==> src/design/tfs_pkg.sv <==
// Package with the format codes and the HTML prefix tables of the text format sniffer.
`default_nettype none

package tfs_pkg;

  typedef enum logic [2:0] {
    FMT_JSON  = 3'd0,
    FMT_JSONL = 3'd1,
    FMT_YAML  = 3'd2,
    FMT_XML   = 3'd3,
    FMT_HTML  = 3'd4
  } format_t;

  localparam int PREFIX_COUNT = 5;

  // Each prefix is padded with spaces to 16 characters; the first character sits in the
  // top byte. Bytes past a prefix's length are never compared.
  localparam logic [127:0] PREFIX_TEXT [PREFIX_COUNT] = '{
    "<!doctype html  ",
    "<html           ",
    "<body           ",
    "<div            ",
    "<head           "
  };

  localparam logic [3:0] PREFIX_LEN [PREFIX_COUNT] = '{4'd14, 4'd5, 4'd5, 4'd4, 4'd5};

  localparam logic [7:0] CHAR_SPACE  = 8'h20;
  localparam logic [7:0] CHAR_TAB    = 8'h09;
  localparam logic [7:0] CHAR_CR     = 8'h0D;
  localparam logic [7:0] CHAR_LF     = 8'h0A;
  localparam logic [7:0] CHAR_BRACE  = 8'h7B;
  localparam logic [7:0] CHAR_ANGLE  = 8'h3C;
  localparam logic [7:0] CHAR_SQUARE = 8'h5B;
  localparam logic [7:0] CHAR_UPPER_A = 8'h41;
  localparam logic [7:0] CHAR_UPPER_Z = 8'h5A;

  localparam logic [3:0] POS_MAX   = 4'd15;
  localparam logic [1:0] LINES_MAX = 2'd2;

  // Character of a prefix at a given position within the padded text.
  function automatic logic [7:0] prefix_char(input logic [127:0] text, input logic [3:0] pos);
    logic [6:0] base;
    base = {~pos, 3'b000};
    return text[base +: 8];
  endfunction

  // ASCII A-Z are folded to lower case; every other byte passes unchanged.
  function automatic logic [7:0] fold_lower(input logic [7:0] b);
    logic [7:0] r;
    r = b;
    if (b >= CHAR_UPPER_A && b <= CHAR_UPPER_Z) begin
      r = b + 8'd32;
    end
    return r;
  endfunction

endpackage

`default_nettype wire

==> src/design/text_format_sniffer_unit.sv <==
// Top level of the text format sniffer: byte-wise classifier of a document's format.
`default_nettype none

// The unit takes a document one word per cycle, each word being one text byte and a flag
// that marks the final byte, and returns one format code word after that final byte:
// 0 JSON, 1 JSONL, 2 YAML, 3 XML, 4 HTML. Leading space, tab, CR and LF are skipped; the
// first content bytes, lowercased for A-Z, are checked against the HTML openings
// "<!doctype html", "<html", "<body", "<div" and "<head". Failing that, a first '<' means
// XML, '[' means JSON, and '{' means JSONL when at least two non-blank lines exist and all
// of them start with '{', JSON otherwise. Any other start, or no content at all, is YAML.
// Rate: one input word is accepted every cycle. All per-byte work is a handful of compares
// that update the classification registers at the accepting edge; on the final byte the
// code is formed from the updated state and loaded into the output register, so it
// appears in the cycle after the final byte is accepted. The output register is the only
// thing that can hold off input: a new word is taken whenever that register is empty or
// is being drained in the same cycle. After the final byte all classification state
// returns to its reset values, so the next document may start in the following cycle.
module text_format_sniffer_unit (
  input  wire logic       clk,
  input  wire logic       rst,
  input  wire logic       in_valid,
  output logic            in_ready,
  input  wire logic [7:0] text_byte,
  input  wire logic       end_of_text,
  output logic            out_valid,
  input  wire logic       out_ready,
  output logic [2:0]      format_code
);

  // Classification state.
  logic       content_started, content_started_next;
  logic [7:0] first_content_byte, first_content_byte_next;
  logic [3:0] content_position, content_position_next;
  logic [4:0] prefix_alive_mask, prefix_alive_mask_next;
  logic       in_line_lead, in_line_lead_next;
  logic [1:0] lines_seen, lines_seen_next;
  logic       all_lines_brace, all_lines_brace_next;

  logic       in_accept;
  logic       is_blank;
  logic       is_lf;
  logic       do_match;
  logic       do_count;
  logic [7:0] low_byte;
  tfs_pkg::format_t decision;

  assign in_ready  = !out_valid || out_ready;
  assign in_accept = in_valid && in_ready;

  assign is_blank = (text_byte == tfs_pkg::CHAR_SPACE) || (text_byte == tfs_pkg::CHAR_TAB) ||
                    (text_byte == tfs_pkg::CHAR_CR);
  assign is_lf    = (text_byte == tfs_pkg::CHAR_LF);
  assign low_byte = tfs_pkg::fold_lower(text_byte);

  // Every byte from the first content byte on is matched against the prefixes. A line is
  // counted at the document's first content byte and at the first non-blank byte after LF.
  assign do_match = content_started || (!is_blank && !is_lf);
  assign do_count = content_started ? (!is_lf && in_line_lead && !is_blank)
                                    : (!is_blank && !is_lf);

  // Next classification state for the byte at the input.
  always_comb begin
    content_started_next    = content_started || (!is_blank && !is_lf);
    first_content_byte_next = content_started ? first_content_byte : text_byte;
    content_position_next   = content_position;
    prefix_alive_mask_next  = prefix_alive_mask;
    in_line_lead_next       = in_line_lead;
    lines_seen_next         = lines_seen;
    all_lines_brace_next    = all_lines_brace;

    if (do_match && content_position != tfs_pkg::POS_MAX) begin
      for (int i = 0; i < tfs_pkg::PREFIX_COUNT; i++) begin
        if (content_position < tfs_pkg::PREFIX_LEN[i] &&
            low_byte != tfs_pkg::prefix_char(tfs_pkg::PREFIX_TEXT[i], content_position)) begin
          prefix_alive_mask_next[i] = 1'b0;
        end
      end
      content_position_next = content_position + 4'd1;
    end

    if (content_started && is_lf) begin
      in_line_lead_next = 1'b1;
    end

    if (do_count) begin
      if (lines_seen != tfs_pkg::LINES_MAX) begin
        lines_seen_next = lines_seen + 2'd1;
      end
      if (text_byte != tfs_pkg::CHAR_BRACE) begin
        all_lines_brace_next = 1'b0;
      end
      in_line_lead_next = 1'b0;
    end
  end

  // Format decision from the state as it stands after the final byte.
  always_comb begin
    logic html_hit;
    html_hit = 1'b0;
    for (int i = 0; i < tfs_pkg::PREFIX_COUNT; i++) begin
      if (prefix_alive_mask_next[i] && content_position_next >= tfs_pkg::PREFIX_LEN[i]) begin
        html_hit = 1'b1;
      end
    end

    if (!content_started_next) begin
      decision = tfs_pkg::FMT_YAML;
    end else if (html_hit) begin
      decision = tfs_pkg::FMT_HTML;
    end else if (first_content_byte_next == tfs_pkg::CHAR_ANGLE) begin
      decision = tfs_pkg::FMT_XML;
    end else if (first_content_byte_next == tfs_pkg::CHAR_SQUARE) begin
      decision = tfs_pkg::FMT_JSON;
    end else if (first_content_byte_next == tfs_pkg::CHAR_BRACE) begin
      if (all_lines_brace_next && lines_seen_next == tfs_pkg::LINES_MAX) begin
        decision = tfs_pkg::FMT_JSONL;
      end else begin
        decision = tfs_pkg::FMT_JSON;
      end
    end else begin
      decision = tfs_pkg::FMT_YAML;
    end
  end

  // Classification registers; the final byte returns them to their reset values.
  always_ff @(posedge clk) begin
    if (rst || (in_accept && end_of_text)) begin
      content_started    <= 1'b0;
      first_content_byte <= 8'd0;
      content_position   <= 4'd0;
      prefix_alive_mask  <= 5'h1F;
      in_line_lead       <= 1'b0;
      lines_seen         <= 2'd0;
      all_lines_brace    <= 1'b1;
    end else if (in_accept) begin
      content_started    <= content_started_next;
      first_content_byte <= first_content_byte_next;
      content_position   <= content_position_next;
      prefix_alive_mask  <= prefix_alive_mask_next;
      in_line_lead       <= in_line_lead_next;
      lines_seen         <= lines_seen_next;
      all_lines_brace    <= all_lines_brace_next;
    end
  end

  // Output register.
  always_ff @(posedge clk) begin
    if (rst) begin
      out_valid <= 1'b0;
    end else if (in_accept && end_of_text) begin
      out_valid <= 1'b1;
    end else if (out_ready) begin
      out_valid <= 1'b0;
    end
  end

  always_ff @(posedge clk) begin
    if (in_accept && end_of_text) begin
      format_code <= decision;
    end
  end

  // The final byte always produces a result word in the next cycle.
  a_last_gives_result: assert property (@(posedge clk) disable iff (rst)
    in_accept && end_of_text |=> out_valid)
    else $error("final byte did not load the output register");

  // State is back at reset after the final byte.
  a_state_cleared: assert property (@(posedge clk) disable iff (rst)
    in_accept && end_of_text |=> !content_started && content_position == 4'd0 &&
                                 lines_seen == 2'd0 && prefix_alive_mask == 5'h1F &&
                                 all_lines_brace)
    else $error("classification state not cleared after final byte");

  // Position only advances once content has started.
  a_position_needs_content: assert property (@(posedge clk) disable iff (rst)
    content_position != 4'd0 |-> content_started)
    else $error("content position advanced without content");

  // Line count saturates at two.
  a_lines_saturate: assert property (@(posedge clk) disable iff (rst)
    lines_seen != 2'd3)
    else $error("line count exceeded saturation");

  // Result codes stay within the defined formats.
  a_code_range: assert property (@(posedge clk) disable iff (rst)
    out_valid |-> format_code <= 3'(tfs_pkg::FMT_HTML))
    else $error("format code out of range");

endmodule

`default_nettype wire

==> config.mk <==
export PLATFORM = sky130hd
export DESIGN_NAME = text_format_sniffer_unit
export DESIGN_NICKNAME = d
export VERILOG_FILES = /design/src/design/tfs_pkg.sv /design/src/design/text_format_sniffer_unit.sv
export SDC_FILE = /design/constraint.sdc
export NUM_CORES = 1
export LEC_CHECK = 0
export BUFFER_PORTS_ARGS = -buffer_cell sky130_fd_sc_hd__clkbuf_2
export CAP_MARGIN = 20
export CORE_UTILIZATION = 50
export CTS_CLUSTER_DIAMETER = 80
export DETAILED_ROUTE_END_ITERATION = 10
export HOLD_SLACK_MARGIN = 0.08
export MAX_ROUTING_LAYER = met4
export PLACE_DENSITY = 0.68
export SLEW_MARGIN = 10
export SYNTH_ARGS = -nofsm -noshare
export SYNTH_HDL_FRONTEND = slang
export SYNTH_SLANG_ARGS = --single-unit
==> constraint.sdc <==
create_clock -name clk -period 4.32 [get_ports clk]
set_input_delay 0.864 -clock clk [delete_from_list [all_inputs] [get_ports clk]]
set_output_delay 0.864 -clock clk [all_outputs]
set_load 0.01 [all_outputs]
==> results.md, run 1 <==
Setup path:
- The depth of the worst register-to-register path is 10.
- The origin of the critical flop-to-flop path is content_position[1].
- The standard cell with the maximum stage delay on the critical path is sky130_fd_sc_hd__dfxtp_1.
- The launching instance or port of the critical path is content_position[1].
- The end point of the critical path is format_code[1].
- The critical path is of the flip-flop to flip-flop type.
- Data on the critical path arrives at its endpoint at about 3.5 ns.
- The capture instance of the worst register-to-register path is format_code[1].
- For the worst setup path, the data required time is about 4.4 ns.
- On the worst path, the slowest cell contributes a delay of a little over 0.6 ns.
- The register-to-register path setup slack is ~0.87 ns.
- Walking the worst path, the cells encountered are inv_1 > ha_1 > xor2_1 > o32ai_1 > a21oi_1 > a2111oi_0 > o211ai_1 > a32o_2 > a31oi_4 > a21oi_2.
- The top fanout value on the critical path is 16.
- STA classifies the critical path endpoint as a flip-flop.
- The type of origin of the critical path is a flip-flop.

STA:
- The share of the clock period used by the worst path after layout is 79.9%.
- Setup violations remaining at the end of the flow were counted as 0.
- The clock period minus worst slack is roughly 3.5 ns.
- Setup repair after global routing left no endpoint under its margin.
- Measured against its own limit, the worst slew margin works out to ~52%.
- The worst setup margin is 0.870 ns.
- Static timing analysis puts the maximum clock frequency at 290 MHz.
- The final hold violation count is 0.
- The post-route setup TNS is 0 ns.
- The worst clock skew is 0.00479 ns.
- The final count of pins violating max slew is 0.
- The pin slew with the least headroom to its limit is a little over 0.7 ns.

Drt:
- The first detailed-routing pass ran for 7 iterations.
- Wires add up to 5880 um.
- The post-route antenna net violation count is 0.
- For this run, design rule violations remaining after detail routing come to 2.
- The number of DRC markers in iteration 0 is ~180.
- The wire length per cell after detailed routing is 16.1 um.
- The final route contains between 2,000 and 2,500 vias.
- The per-cell via count in the routed design is between 6 and 7.

Place:
- The number of buffers added on ports is 17.
- The post-placement worst setup slack is between 0.9 and 1 ns.
- At the end of routability-driven placement, the weighted congestion stood at a little over 0.9.
- The post-detailed-placement half-perimeter wirelength is 4360 um.

Yosys:
- Each instance of the synthesized netlist takes up on average 7.58 um2.
- The number of warnings printed during yosys synthesis is 0.
- The count of flip-flops with a built-in enable after synthesis is 3.
- The most frequently used cell type in the post-synthesis netlist is sky130_fd_sc_hd__nand2_1.
- The biggest area contributor in the post-synthesis netlist is sky130_fd_sc_hd__dfxtp_1.
- Counting instances in the post-synthesis netlist gives the leading cell types as 30 x sky130_fd_sc_hd__nand2_1, 26 x sky130_fd_sc_hd__a21oi_1, 26 x sky130_fd_sc_hd__nor2_1, 23 x sky130_fd_sc_hd__dfxtp_1, 23 x sky130_fd_sc_hd__o21ai_0.
- By area the synthesized netlist is led by sky130_fd_sc_hd__dfxtp_1 19%, sky130_fd_sc_hd__ha_1 5.8%, sky130_fd_sc_hd__a21oi_1 5.5%.
- Synthesis produced a netlist with a net count of ~340.
- Among all flip-flop cells after synthesis, the most frequent one is sky130_fd_sc_hd__dfxtp_1.
- The post-synthesis sequential area ratio is 23.3%.
- The number of distinct library cells after synthesis is between 60 and 70.
- The post-synthesis sequential element count is 26.
- The synthesized netlist cell count is approximately 310.
- For this run, asynchronously set or reset flops after synthesis account for 0%.
- The proportion of netlist area held by the largest area contributor is about a fifth.
- The netlist area before placement is approximately 0.0024 mm2.

Floorplanning:
- The die is around 71 um tall.
- The number of primary I/O pins is 18.
- From left edge to right edge, the die measures 70.8 um.
- The die covers ~0.0050 mm2.
- The effective utilization at floorplan is between 50% and 60%.
- The total core area is about 0.0044 mm2.
- The initialized floorplan defines 24 standard-cell rows.

Clocking:
- In this run the number of H-tree levels came out at 1.
- The TritonCTS buffer count is 3.
- At the later pin of the worst-skew pair, clock insertion delay measures 0.27 ns.
- The hold-fix buffer count after cts is 0.
- The number of clock sinks is 26.
- After clock tree synthesis, the clock-pin slew on the worst setup and hold paths is around 0.09 ns.
- The post-cts repair resize count is 0.
- The cell chosen for the clock root is sky130_fd_sc_hd__clkbuf_8.
- TritonCTS built the clock tree.
- The clock passes through at most 2 buffers.
- The number of post-CTS setup repair buffers is 0.

GRT:
- The wire length of the first global-routing pass is 10,000 um.
- Global routing used roughly a quarter of the available tracks across all layers.
- The via count of the first global-routing pass was 2,066.
- Entering global routing, the biggest net connects 28 pins.
- The total overflow reported by the global router is 0.
- The initial antenna violation count came to 0.

Layout:
- The post-route netlist has between 10% and 20% of its cells at a drive strength greater than 1.
- The number of nets in the layout is between 300 and 400.
- The antenna cell count is 0.
- The area growth from synthesis to layout is 4.61%.

Outcome:
- The checks that failed: design-rule violations.
- The run finished, with violations left.

Power and ir drop:
- The proportion of power drawn by combinational gates is between 20% and 30%.
- Sequential cells account for between 40% and 50% of the total power.
- The share of total power dissipated in the clock network is ~25%.
- The post-layout total power is 571 uW.
- Summed over all nets, the switching power comes to 188 uW.
- The maximum vdd ir drop is roughly 0.14 mV.
- Net switching is between 30% and 40% of the power.
- The internal power contribution is between 300 and 400 uW.
- Dividing total power by cell area gives a power density of between 200 and 250 mW/mm2.
- The static leakage power is just over 0.0009 uW.

Hold path:
- The tightest min-delay check is of the flip-flop to flip-flop type.

Job:
- The number of maximum-capacitance constraint violations is 0.
-- critical path: cells and delay by family, from the launching register on --
| kind | cells | cell delay (ns) |
|---|---|---|
| DFF | 1 | 0.62 |
| adders and majority gates | 1 | 0.49 |
| buffers and inverters | 1 | 0.22 |
| xor gates and xnor gates | 1 | 0.20 |
| AOI/OAI and AO/OA | 7 | 1.66 |
-- per-layer routing --
layer / part of all wire [%] / GRT usage [%] / routed length, um / up-vias
met5: 0 / - / 0 / -
met1: 48 / 34.6 / 2800 / 1044
met3: 5.0 / 3.56 / 294 / 6
met4: 0.68 / 4.67 / 40 / 0
met2: 47 / 41.0 / 2740 / 53
li1: - / - / - / 1136
-- cells in the final DEF, fill, tap and decap left out, types with 4 or more instances in the layout --
master                      n
sky130_fd_sc_hd__inv_1     11
sky130_fd_sc_hd__nand2b_1   9
sky130_fd_sc_hd__nor2_1    26
sky130_fd_sc_hd__xor2_1     8
sky130_fd_sc_hd__a211oi_1   4
sky130_fd_sc_hd__ha_1      11
sky130_fd_sc_hd__mux2i_1    4
sky130_fd_sc_hd__nand3_1    8
sky130_fd_sc_hd__and3_1     4
sky130_fd_sc_hd__nor3_1     7
sky130_fd_sc_hd__a21oi_1   26
sky130_fd_sc_hd__o21ai_0   23
sky130_fd_sc_hd__o211ai_1   4
sky130_fd_sc_hd__nand2_1   30
sky130_fd_sc_hd__clkbuf_2  17
sky130_fd_sc_hd__dfxtp_1   23
sky130_fd_sc_hd__nor2b_1    7
sky130_fd_sc_hd__and2_1     4
sky130_fd_sc_hd__xnor2_1    9
sky130_fd_sc_hd__nor4b_1    4
-- power groups by stage --
stage	Clock, uW	Sequential (uW)	Combinational (uW)
after detailed placement	0	277	155
after global routing	152	274	177
final	141	272	158
after CTS	141	272	156
after global placement	0	277	155
after floorplan	0	271	126
-- through the flow --
step	util [%]	instances	cell area (um2)	hold WS [ns]
global placement	54.6	362	2430	0.445
detailed placement	54.6	362	2430	0.460
floorplan	-	312	2360	0.430
global route	55.6	366	2470	0.497
finish	55.6	366	2470	0.472
CTS	55.6	366	2470	0.474
-- state kept, by name (all words and copies together), names as in the netlist --
| name | cells |
|---|---|
| format_code | 3 |
| out_valid | 1 |
| all_lines_brace | 1 |
| content_position | 4 |
| first_content_byte | 8 |
| lines_seen | 2 |
| prefix_alive_mask | 5 |
| content_started | 1 |
| in_line_lead | 1 |
-- kinds of logic (layout without fill, tap and decap cells) --
group,count (synthesis),count (layout),synth area share [%]
AOI/OAI and AO/OA,89,89,25.0
buffers and inverters,36,38,6.83
and+or+nand+nor,125,125,28.6
muxes,8,8,4.08
adders and majority gates,11,11,5.82
xor gates and xnor gates,17,17,6.30
DFF,26,26,23.3
-- worst min path at each step --
stage,end,cells past startpoint,startpoint
5_1_grt,first_content_byte[7],2,first_content_byte[7]
4_1_cts,all_lines_brace,2,all_lines_brace
3_3_place_gp,prefix_alive_mask[0],2,prefix_alive_mask[0]
2_1_floorplan,prefix_alive_mask[0],2,prefix_alive_mask[0]
3_5_place_dp,all_lines_brace,2,all_lines_brace
6_report,all_lines_brace,2,all_lines_brace
-- area by class of cell --
| class | instances | area [um2] |
|---|---|---|
| clock buffer | 3 | 41.3 |
| clock inverter | 1 | 3.75 |
| fill | 450 | 1970 |
| inverter | 14 | 52.6 |
| multi-input combinational | 250 | 1650 |
| sequential | 26 | 551 |
| tap | 52 | 65.1 |
| timing repair buffer | 20 | 108 |
Note: power is estimated with default switching activity, not from simulation.
==> run 2: changes to the inputs <==
==> constraint.sdc (replaced) <==
create_clock -name clk -period 3.5 [get_ports clk]
set_input_delay 0.7 -clock clk [delete_from_list [all_inputs] [get_ports clk]]
set_output_delay 0.7 -clock clk [all_outputs]
set_load 0.01 [all_outputs]
==> run 2 against run 1 <==
Compared with the run above:
- the flow still finishes with violations (design-rule violations)
- clock-buffer cell count increased by 1
- non-clock buffer count rose by 6
- first-iteration DRC count up 21%
- clock skew rose by 0.00074 ns
- sequential power is 23% higher
- routed wire length up 4.4%
- largest cell class unchanged
- largest power group unchanged
- clock power increased by 55%
- worst setup slack got worse by 0.51 ns
- cell count increased by 1.6%
- utilization increased by 1.5 points
==> results.md, run 2 (synthesis gave the netlist of run 1 again) <==
GRT:
- The total routing usage reported by global routing is 26.6% (+1.1 points).
- The maximum number of pins on one net before global-route repair is 25 (-11%).
- The total overflow reported by the global router came to 0 (unchanged).
- The wire length of the first global-routing pass is 10,400 um (+3.7%).
- The initial antenna violation count was 0 (unchanged).
- The via count of the first global-routing pass came to 2,161 (+4.6%).

Power and ir drop:
- The power per standard cell area is 299 mW/mm2 (+29%).
- The static leakage power is 0.000970 uW (+4.5%).
- The share of power burned in the clock network is 28.9% (+4.2 points).
- The maximum vdd ir drop is 0.247 mV (+77%).
- The internal power contribution was 525 uW (+37%).
- The switching power share of the total came to 30.9% (-2.0 points).
- The net switching power came to 234 uW (+25%).
- The part of the power in registers came to 43.9% (-3.8 points).
- The post-layout total power is 759 uW (+33%).
- The proportion of power drawn by combinational gates is 27.2% (-0.4 points).

Place:
- The number of buffers added on ports is 17 (unchanged).
- The final weighted congestion of routability-driven global placement was 0.952 (+4.2%).
- The post-detailed-placement half-perimeter wirelength was 4500 um (+3.0%).
- The post-placement worst setup slack is 0.400 ns (-0.512 ns).
- The cell area reported after detailed placement is 0.00247 mm2 (+1.9%).

Setup path:
- STA classifies the critical path startpoint as a flip-flop.
- The required time of the critical path is 3.52 ns (-0.83 ns).
- The register-to-register path setup slack is 0.36 ns (-0.51 ns).
- The launching instance or port of the critical path is content_position[0].
- The worst register-to-register path ends at format_code[1].
- The endpoint arrival time on the critical path is 3.16 ns (-0.32 ns).
- The top fanout value on the critical path is 9 (-7).
- In this run the critical register-to-register path is launched from content_position[0].
- The depth of the worst register-to-register path is 10 (unchanged).
- The worst setup path is captured at a flip-flop.
- The critical path class is flip-flop to flip-flop.

Layout:
- The proportion of layout cells with a drive suffix above 1 came to 15.6% (+1.9 points).
- The antenna cell count came to 0 (unchanged).
- The number of nets in the layout is 345 (+1.8%).
- The finished layout cell area is 0.00254 mm2 (+2.7%).
- The flip-flop count of the largest register, all copies and words added is 8 (unchanged).
- The register bank with the most flops is first_content_byte.
- The area growth from synthesis to layout is 7.41%.
- The commonest non-fill, non-tap cell in the layout is sky130_fd_sc_hd__nand2_1.
- The library cells used most frequently in the layout, excluding fill and tap cells, are 30 x sky130_fd_sc_hd__nand2_1, 26 x sky130_fd_sc_hd__nor2_1, 26 x sky130_fd_sc_hd__a21oi_1, 23 x sky130_fd_sc_hd__o21ai_0, 23 x sky130_fd_sc_hd__dfxtp_1.
- In the final layout, the registers with the most flip-flops are first_content_byte: 8 flops, prefix_alive_mask: 5 flops, content_position: 4 flops.

Clocking:
- The hold-fix buffer count after cts came to 0 (unchanged).
- The number of clock sinks is 26 (unchanged).
- The number of levels in the clock H-tree is 1 (unchanged).
- The latest clock arrival within the worst-skew pair is 0.27 ns (about the same).
- The post-cts repair resize count is 0 (unchanged).
- TritonCTS built the clock tree.
- The CTS clock-pin slew for the worst setup and hold paths came to 0.09 ns (about the same).
- The cell chosen for the clock root is sky130_fd_sc_hd__clkbuf_8.
- The number of post-CTS setup repair buffers was 0 (unchanged).
- The TritonCTS buffer count is 3 (unchanged).
- The number of buffers between clock root and the deepest sink is 2 (unchanged).

STA:
- The clock period minus worst slack came to 3.14 ns (-0.307 ns).
- Setup repair after global routing left no endpoint under its margin.
- The pin slew with the least headroom to its limit was 0.707 ns (-0.0163 ns).
- The max-slew headroom at the worst pin was 52.8% (+1.1 points).
- The post-route setup TNS came to 0 ns (unchanged).
- The worst-case hold slack is 0.475 ns (+0.00287 ns).
- The worst setup margin is 0.357 ns (-0.513 ns).
- The share of the clock period used by the worst path after layout is 89.8% (+9.9 points).
- The worst clock skew is 0.00553 ns (+0.000740 ns).
- The count of final setup violators came to 0 (unchanged).
- The maximum clock frequency came to 318 MHz (+9.8%).
- The final count of pins violating max slew is 0 (unchanged).
- The final hold violation count came to 0 (unchanged).

Hold path:
- The worst hold path stage count is 2 (unchanged).
- The worst hold path terminates at all_lines_brace.
- The worst hold path begins at all_lines_brace.
- In this run the worst hold path is classified as flip-flop to flip-flop.

Floorplanning:
- The horizontal extent of the die is 70.8 um (unchanged).
- The effective utilization at floorplan was 53.2% (unchanged).
- The die height was 70.8 um (unchanged).
- The total core area came to 0.00444 mm2 (unchanged).
- The site row count came to 24 (unchanged).
- The area enclosed by the die boundary was 0.00501 mm2 (unchanged).
- The number of primary I/O pins is 18 (unchanged).

Outcome:
- The final reports fail on design-rule violations.
- The flow ran to the end, but the final reports show violations.

Drt:
- The post-route antenna net violation count is 0 (unchanged).
- The per-cell via count in the routed design is 6.13 (+0.23%).
- The number of DRC markers in iteration 0 came to 221 (+21%).
- The number of optimization iterations in the first detailed-route pass is 7 (unchanged).
- The wire length per cell after detailed routing came to 16.5 um (+2.7%).
- The post-detailed-route DRC marker count was 2 (unchanged).
- The final routed wirelength across all metal layers was 6140 um (+4.4%).
- The total vias in the final route is 2,281 (+1.9%).

Job:
- The number of maximum-capacitance constraint violations is 0 (unchanged).
==> run 2: cell types whose count changed in the layout (fill, tap and decap cells not counted), sizes merged <==
cell    change
clkinv      -1
clkbuf      +1
buf         +6
==> run 2: layout make-up <==
type                    count  area [um2]
fillers                   432        1910
multi-input cells         250        1650
flip-flops and latches     26         551
repair buffers             26         153
clock buffers               4        66.3
well taps                  52        65.1
inverters                  14        52.6
==> run 2: per-stage QoR <==
stage,util [%],cells
6_report,57.1,372
5_1_grt,57.1,372
4_1_cts,57.1,372
3_5_place_dp,55.6,368
3_3_place_gp,55.6,368
2_1_floorplan,-,312
==> run 2: worst max-delay path by stage <==
stage	end	slack [ns]	cells after the start
after detailed placement	format_code[1]	0.40	10
after CTS	format_code[1]	0.37	10
final	format_code[1]	0.36	10
after global routing	format_code[1]	0.13	10
after floorplan	format_code[1]	0.47	12
after global placement	format_code[1]	0.48	10
==> run 2: layer usage <==
| metal | vias up | global-route usage, % | wire, um |
|---|---|---|---|
| met5 | - | - | 0 |
| met4 | 0 | 4.00 | 69 |
| li1 | 1148 | - | - |
| met1 | 1053 | 35.6 | 2830 |
| met2 | 70 | 43.5 | 2930 |
| met3 | 10 | 4.27 | 310 |
==> run 2: power by group through the flow <==
stage               registers (uW)  logic (uW)  clock network, uW
global route                   337         229                233
detailed placement             340         203                  0
CTS                            333         204                222
floorplan                      334         155                  0
finish                         334         207                219
global placement               340         200                  0
==> run 2: critical path, stage by stage, from the launching register on <==
cell	delay, ns
sky130_fd_sc_hd__dfxtp_1	0.52
sky130_fd_sc_hd__inv_1	0.21
sky130_fd_sc_hd__ha_1	0.38
sky130_fd_sc_hd__xor2_1	0.16
sky130_fd_sc_hd__o32ai_1	0.23
sky130_fd_sc_hd__a21oi_1	0.10
sky130_fd_sc_hd__a2111oi_0	0.56
sky130_fd_sc_hd__o211ai_1	0.17
sky130_fd_sc_hd__a32o_2	0.32
sky130_fd_sc_hd__a31oi_4	0.19
sky130_fd_sc_hd__a21oi_2	0.04
==> run 3: changes to the inputs <==
--- a/config.mk
+++ b/config.mk
@@ -7,12 +7,11 @@
 export LEC_CHECK = 0
 export BUFFER_PORTS_ARGS = -buffer_cell sky130_fd_sc_hd__clkbuf_2
 export CAP_MARGIN = 20
-export CORE_UTILIZATION = 50
+export CORE_UTILIZATION = 40
 export CTS_CLUSTER_DIAMETER = 80
 export DETAILED_ROUTE_END_ITERATION = 10
 export HOLD_SLACK_MARGIN = 0.08
 export MAX_ROUTING_LAYER = met4
-export PLACE_DENSITY = 0.68
 export SLEW_MARGIN = 10
 export SYNTH_ARGS = -nofsm -noshare
 export SYNTH_HDL_FRONTEND = slang
==> run 3 against run 2 <==
Compared with the run above:
- power up 0.14%
- via count down 0.70%
- the flow now finishes without violations
- critical path depth unchanged
- worst setup slack worse by 0.018 ns
- critical path type unchanged
- clock power about the same
- combinational power about the same
- cell count up 5.4%
==> results.md, run 3 (synthesis gave the netlist of run 1 again) <==
STA:
- The maximum clock frequency is 316 MHz (-0.57%).
- The clock period minus worst slack is 3.16 ns (+0.0182 ns).
- The final count of pins violating max slew is 0 (unchanged).
- The worst-case hold slack is 0.473 ns (-0.00139 ns).
- The worst clock skew is 0.00355 ns (-0.00198 ns).
- The count of final setup violators is 0 (unchanged).
- Setup repair after global routing left no endpoint under its margin.
- The final hold violation count is 0 (unchanged).
- The share of the clock period used by the worst path after layout came to 90.3% (+0.52 points).
- The post-route setup TNS was 0 ns (unchanged).
- The worst setup margin came to 0.339 ns (-0.0182 ns).
- The pin slew with the least headroom to its limit was 0.698 ns (-0.00883 ns).
- The max-slew headroom at the worst pin was 53.4% (+0.59 points).

Setup path:
- The depth of the worst register-to-register path is 10 (unchanged).
- The worst register-to-register path ends at format_code[1].
- The required time of the critical path is 3.53 ns (about the same).
- The top fanout value on the critical path was 9 (unchanged).
- The critical path in this run is classified as flip-flop to flip-flop.
- The register-to-register path setup slack is 0.34 ns (-0.02 ns).
- The endpoint arrival time on the critical path is 3.19 ns (+0.03 ns).
- STA classifies the critical path endpoint as a flip-flop.
- The origin of the critical flop-to-flop path is content_position[0].
- The worst setup path is launched from a flip-flop.

Drt:
- The wire length per cell after detailed routing was 15.7 um (-4.6%).
- The post-detailed-route DRC marker count is 0 (-2).
- The number of optimization iterations in the first detailed-route pass came to 4 (-3).
- The number of DRC markers in iteration 0 was 153 (-31%).
- The final routed wirelength across all metal layers is 6170 um (+0.55%).
- The total vias in the final route was 2,265 (-0.70%).
- The post-route antenna net violation count is 0 (unchanged).
- The per-cell via count in the routed design is 5.78 (-5.8%).

Floorplanning:
- The site row count is 27 (+13%).
- The horizontal extent of the die is 78.9 um (+11%).
- The total core area is 0.00561 mm2 (+26%).
- The effective utilization at floorplan is 42.1% (-11 points).
- The area enclosed by the die boundary came to 0.00622 mm2 (+24%).
- The die height came to 78.9 um (+11%).
- The number of primary I/O pins is 18 (unchanged).

Layout:
- The antenna cell count is 0 (unchanged).
- The footprint of the multi-input gates is 0.00165 mm2 (unchanged).
- Leaving out fill and tap cells, the most frequent cell in the layout is sky130_fd_sc_hd__nand2_1.
- The register bank with the most flops is first_content_byte.
- The flip-flop count of the largest register, all copies and words added is 8 (unchanged).
- The area taken by flip-flops and latches is 551 um2 (unchanged).
- Leaving out fill and tap cells, the most frequent cells in the layout are 30 x sky130_fd_sc_hd__nand2_1, 26 x sky130_fd_sc_hd__nor2_1, 26 x sky130_fd_sc_hd__a21oi_1, 23 x sky130_fd_sc_hd__o21ai_0, 23 x sky130_fd_sc_hd__dfxtp_1.
- The finished layout cell area is 0.00256 mm2 (+0.99%).
- From synthesis to final layout, the design area changed by 8.47%.
- The largest registers in the layout are first_content_byte: 8 flops, prefix_alive_mask: 5 flops, content_position: 4 flops.
- The count of filler cells inserted in the layout is 604 (+40%).
- The proportion of layout cells with a drive suffix above 1 is 15.6% (unchanged).
- The number of nets in the layout is 345 (unchanged).

Clocking:
- The TritonCTS buffer count came to 3 (unchanged).
- The number of levels in the clock H-tree was 1 (unchanged).
- The number of clock sinks is 26 (unchanged).
- TritonCTS built the clock tree.
- The number of buffers between clock root and the deepest sink came to 2 (unchanged).
- The post-cts repair resize count is 0 (unchanged).
- The latest clock arrival within the worst-skew pair is 0.27 ns (about the same).
- The cell chosen for the clock root is sky130_fd_sc_hd__clkbuf_8.
- The hold-fix buffer count after cts came to 0 (unchanged).
- The number of post-CTS setup repair buffers was 0 (unchanged).
- The CTS clock-pin slew for the worst setup and hold paths is 0.09 ns (about the same).

GRT:
- The via count of the first global-routing pass is 2,123 (-1.8%).
- The total overflow reported by the global router came to 0 (unchanged).
- The maximum number of pins on one net before global-route repair is 28 (+12%).
- The initial antenna violation count is 0 (unchanged).
- The wire length of the first global-routing pass came to 10,500 um (+0.85%).
- The total routing usage reported by global routing was 21.9% (-4.7 points).

Hold path:
- The startpoint identified for the worst hold timing path is all_lines_brace.
- The path with the worst hold slack has its endpoint at all_lines_brace.
- The worst hold path stage count came to 2 (unchanged).
- The path type of the worst min-delay path is flip-flop to flip-flop.

Outcome:
- The run finished with clean final reports.

Power and ir drop:
- The power per standard cell area came to 297 mW/mm2 (-0.84%).
- The maximum vdd ir drop is 0.281 mV (+14%).
- The static leakage power was 0.000970 uW (unchanged).

Place:
- The post-detailed-placement half-perimeter wirelength is 4520 um (+0.55%).
- The cell area reported after detailed placement came to 0.00250 mm2 (+1.0%).
- The number of buffers added on ports was 17 (unchanged).
- The final weighted congestion of routability-driven global placement is 0.855 (-10%).
- The post-placement worst setup slack came to 0.351 ns (-0.0494 ns).

Job:
- The number of maximum-capacitance constraint violations is 0 (unchanged).
-- run 3: routing by layer --
| metal | global-route usage [%] | vias up | wire, um |
|---|---|---|---|
| li1 | - | 1146 | - |
| met1 | 29.2 | 1057 | 2940 |
| met2 | 35.8 | 56 | 2910 |
| met3 | 3.10 | 6 | 283 |
| met4 | 3.45 | 0 | 29 |
| met5 | - | - | 0 |
-- run 3: per-stage QoR --
stage,cells,utilization [%],power [uW]
after floorplan,312,-,489
after global placement,388,44.5,541
after detailed placement,388,44.5,544
after CTS,392,45.7,767
after global routing,392,45.7,808
final,392,45.7,760
-- run 3: layout make-up --
type / instances / area share (%)
clock buffers: 4 / 2.59
flip-flops and latches: 26 / 21.5
multi-input cells: 250 / 64.4
inverters: 14 / 2.05
repair buffers: 26 / 5.95
well taps: 72 / 3.51
-- run 3: worst max-delay path: stages, from the launching register on --
cell	delay, ns
sky130_fd_sc_hd__dfxtp_1	0.52
sky130_fd_sc_hd__inv_1	0.21
sky130_fd_sc_hd__ha_1	0.37
sky130_fd_sc_hd__xor2_1	0.15
sky130_fd_sc_hd__o32ai_1	0.24
sky130_fd_sc_hd__a21oi_1	0.10
sky130_fd_sc_hd__a2111oi_0	0.59
sky130_fd_sc_hd__o211ai_1	0.18
sky130_fd_sc_hd__a32o_2	0.32
sky130_fd_sc_hd__a31oi_4	0.20
sky130_fd_sc_hd__a21oi_2	0.04
-- run 3: worst max-delay path by stage --
stage,endpoint,slack [ns],depth (start not counted),start
4_1_cts,format_code[1],0.35,10,content_position[0]
3_5_place_dp,format_code[1],0.35,10,content_position[0]
3_3_place_gp,format_code[1],0.46,10,content_position[0]
5_1_grt,format_code[1],0.13,10,content_position[0]
2_1_floorplan,format_code[1],0.47,12,content_position[1]
6_report,format_code[1],0.34,10,content_position[0]
-- run 3: power by group --
part / switching (uW) / total (uW) / internal [uW]
logic: 121 / 205 / 83.6
registers: 16.5 / 333 / 317
clock network: 97.6 / 222 / 124
total: 235 / 760 / 525
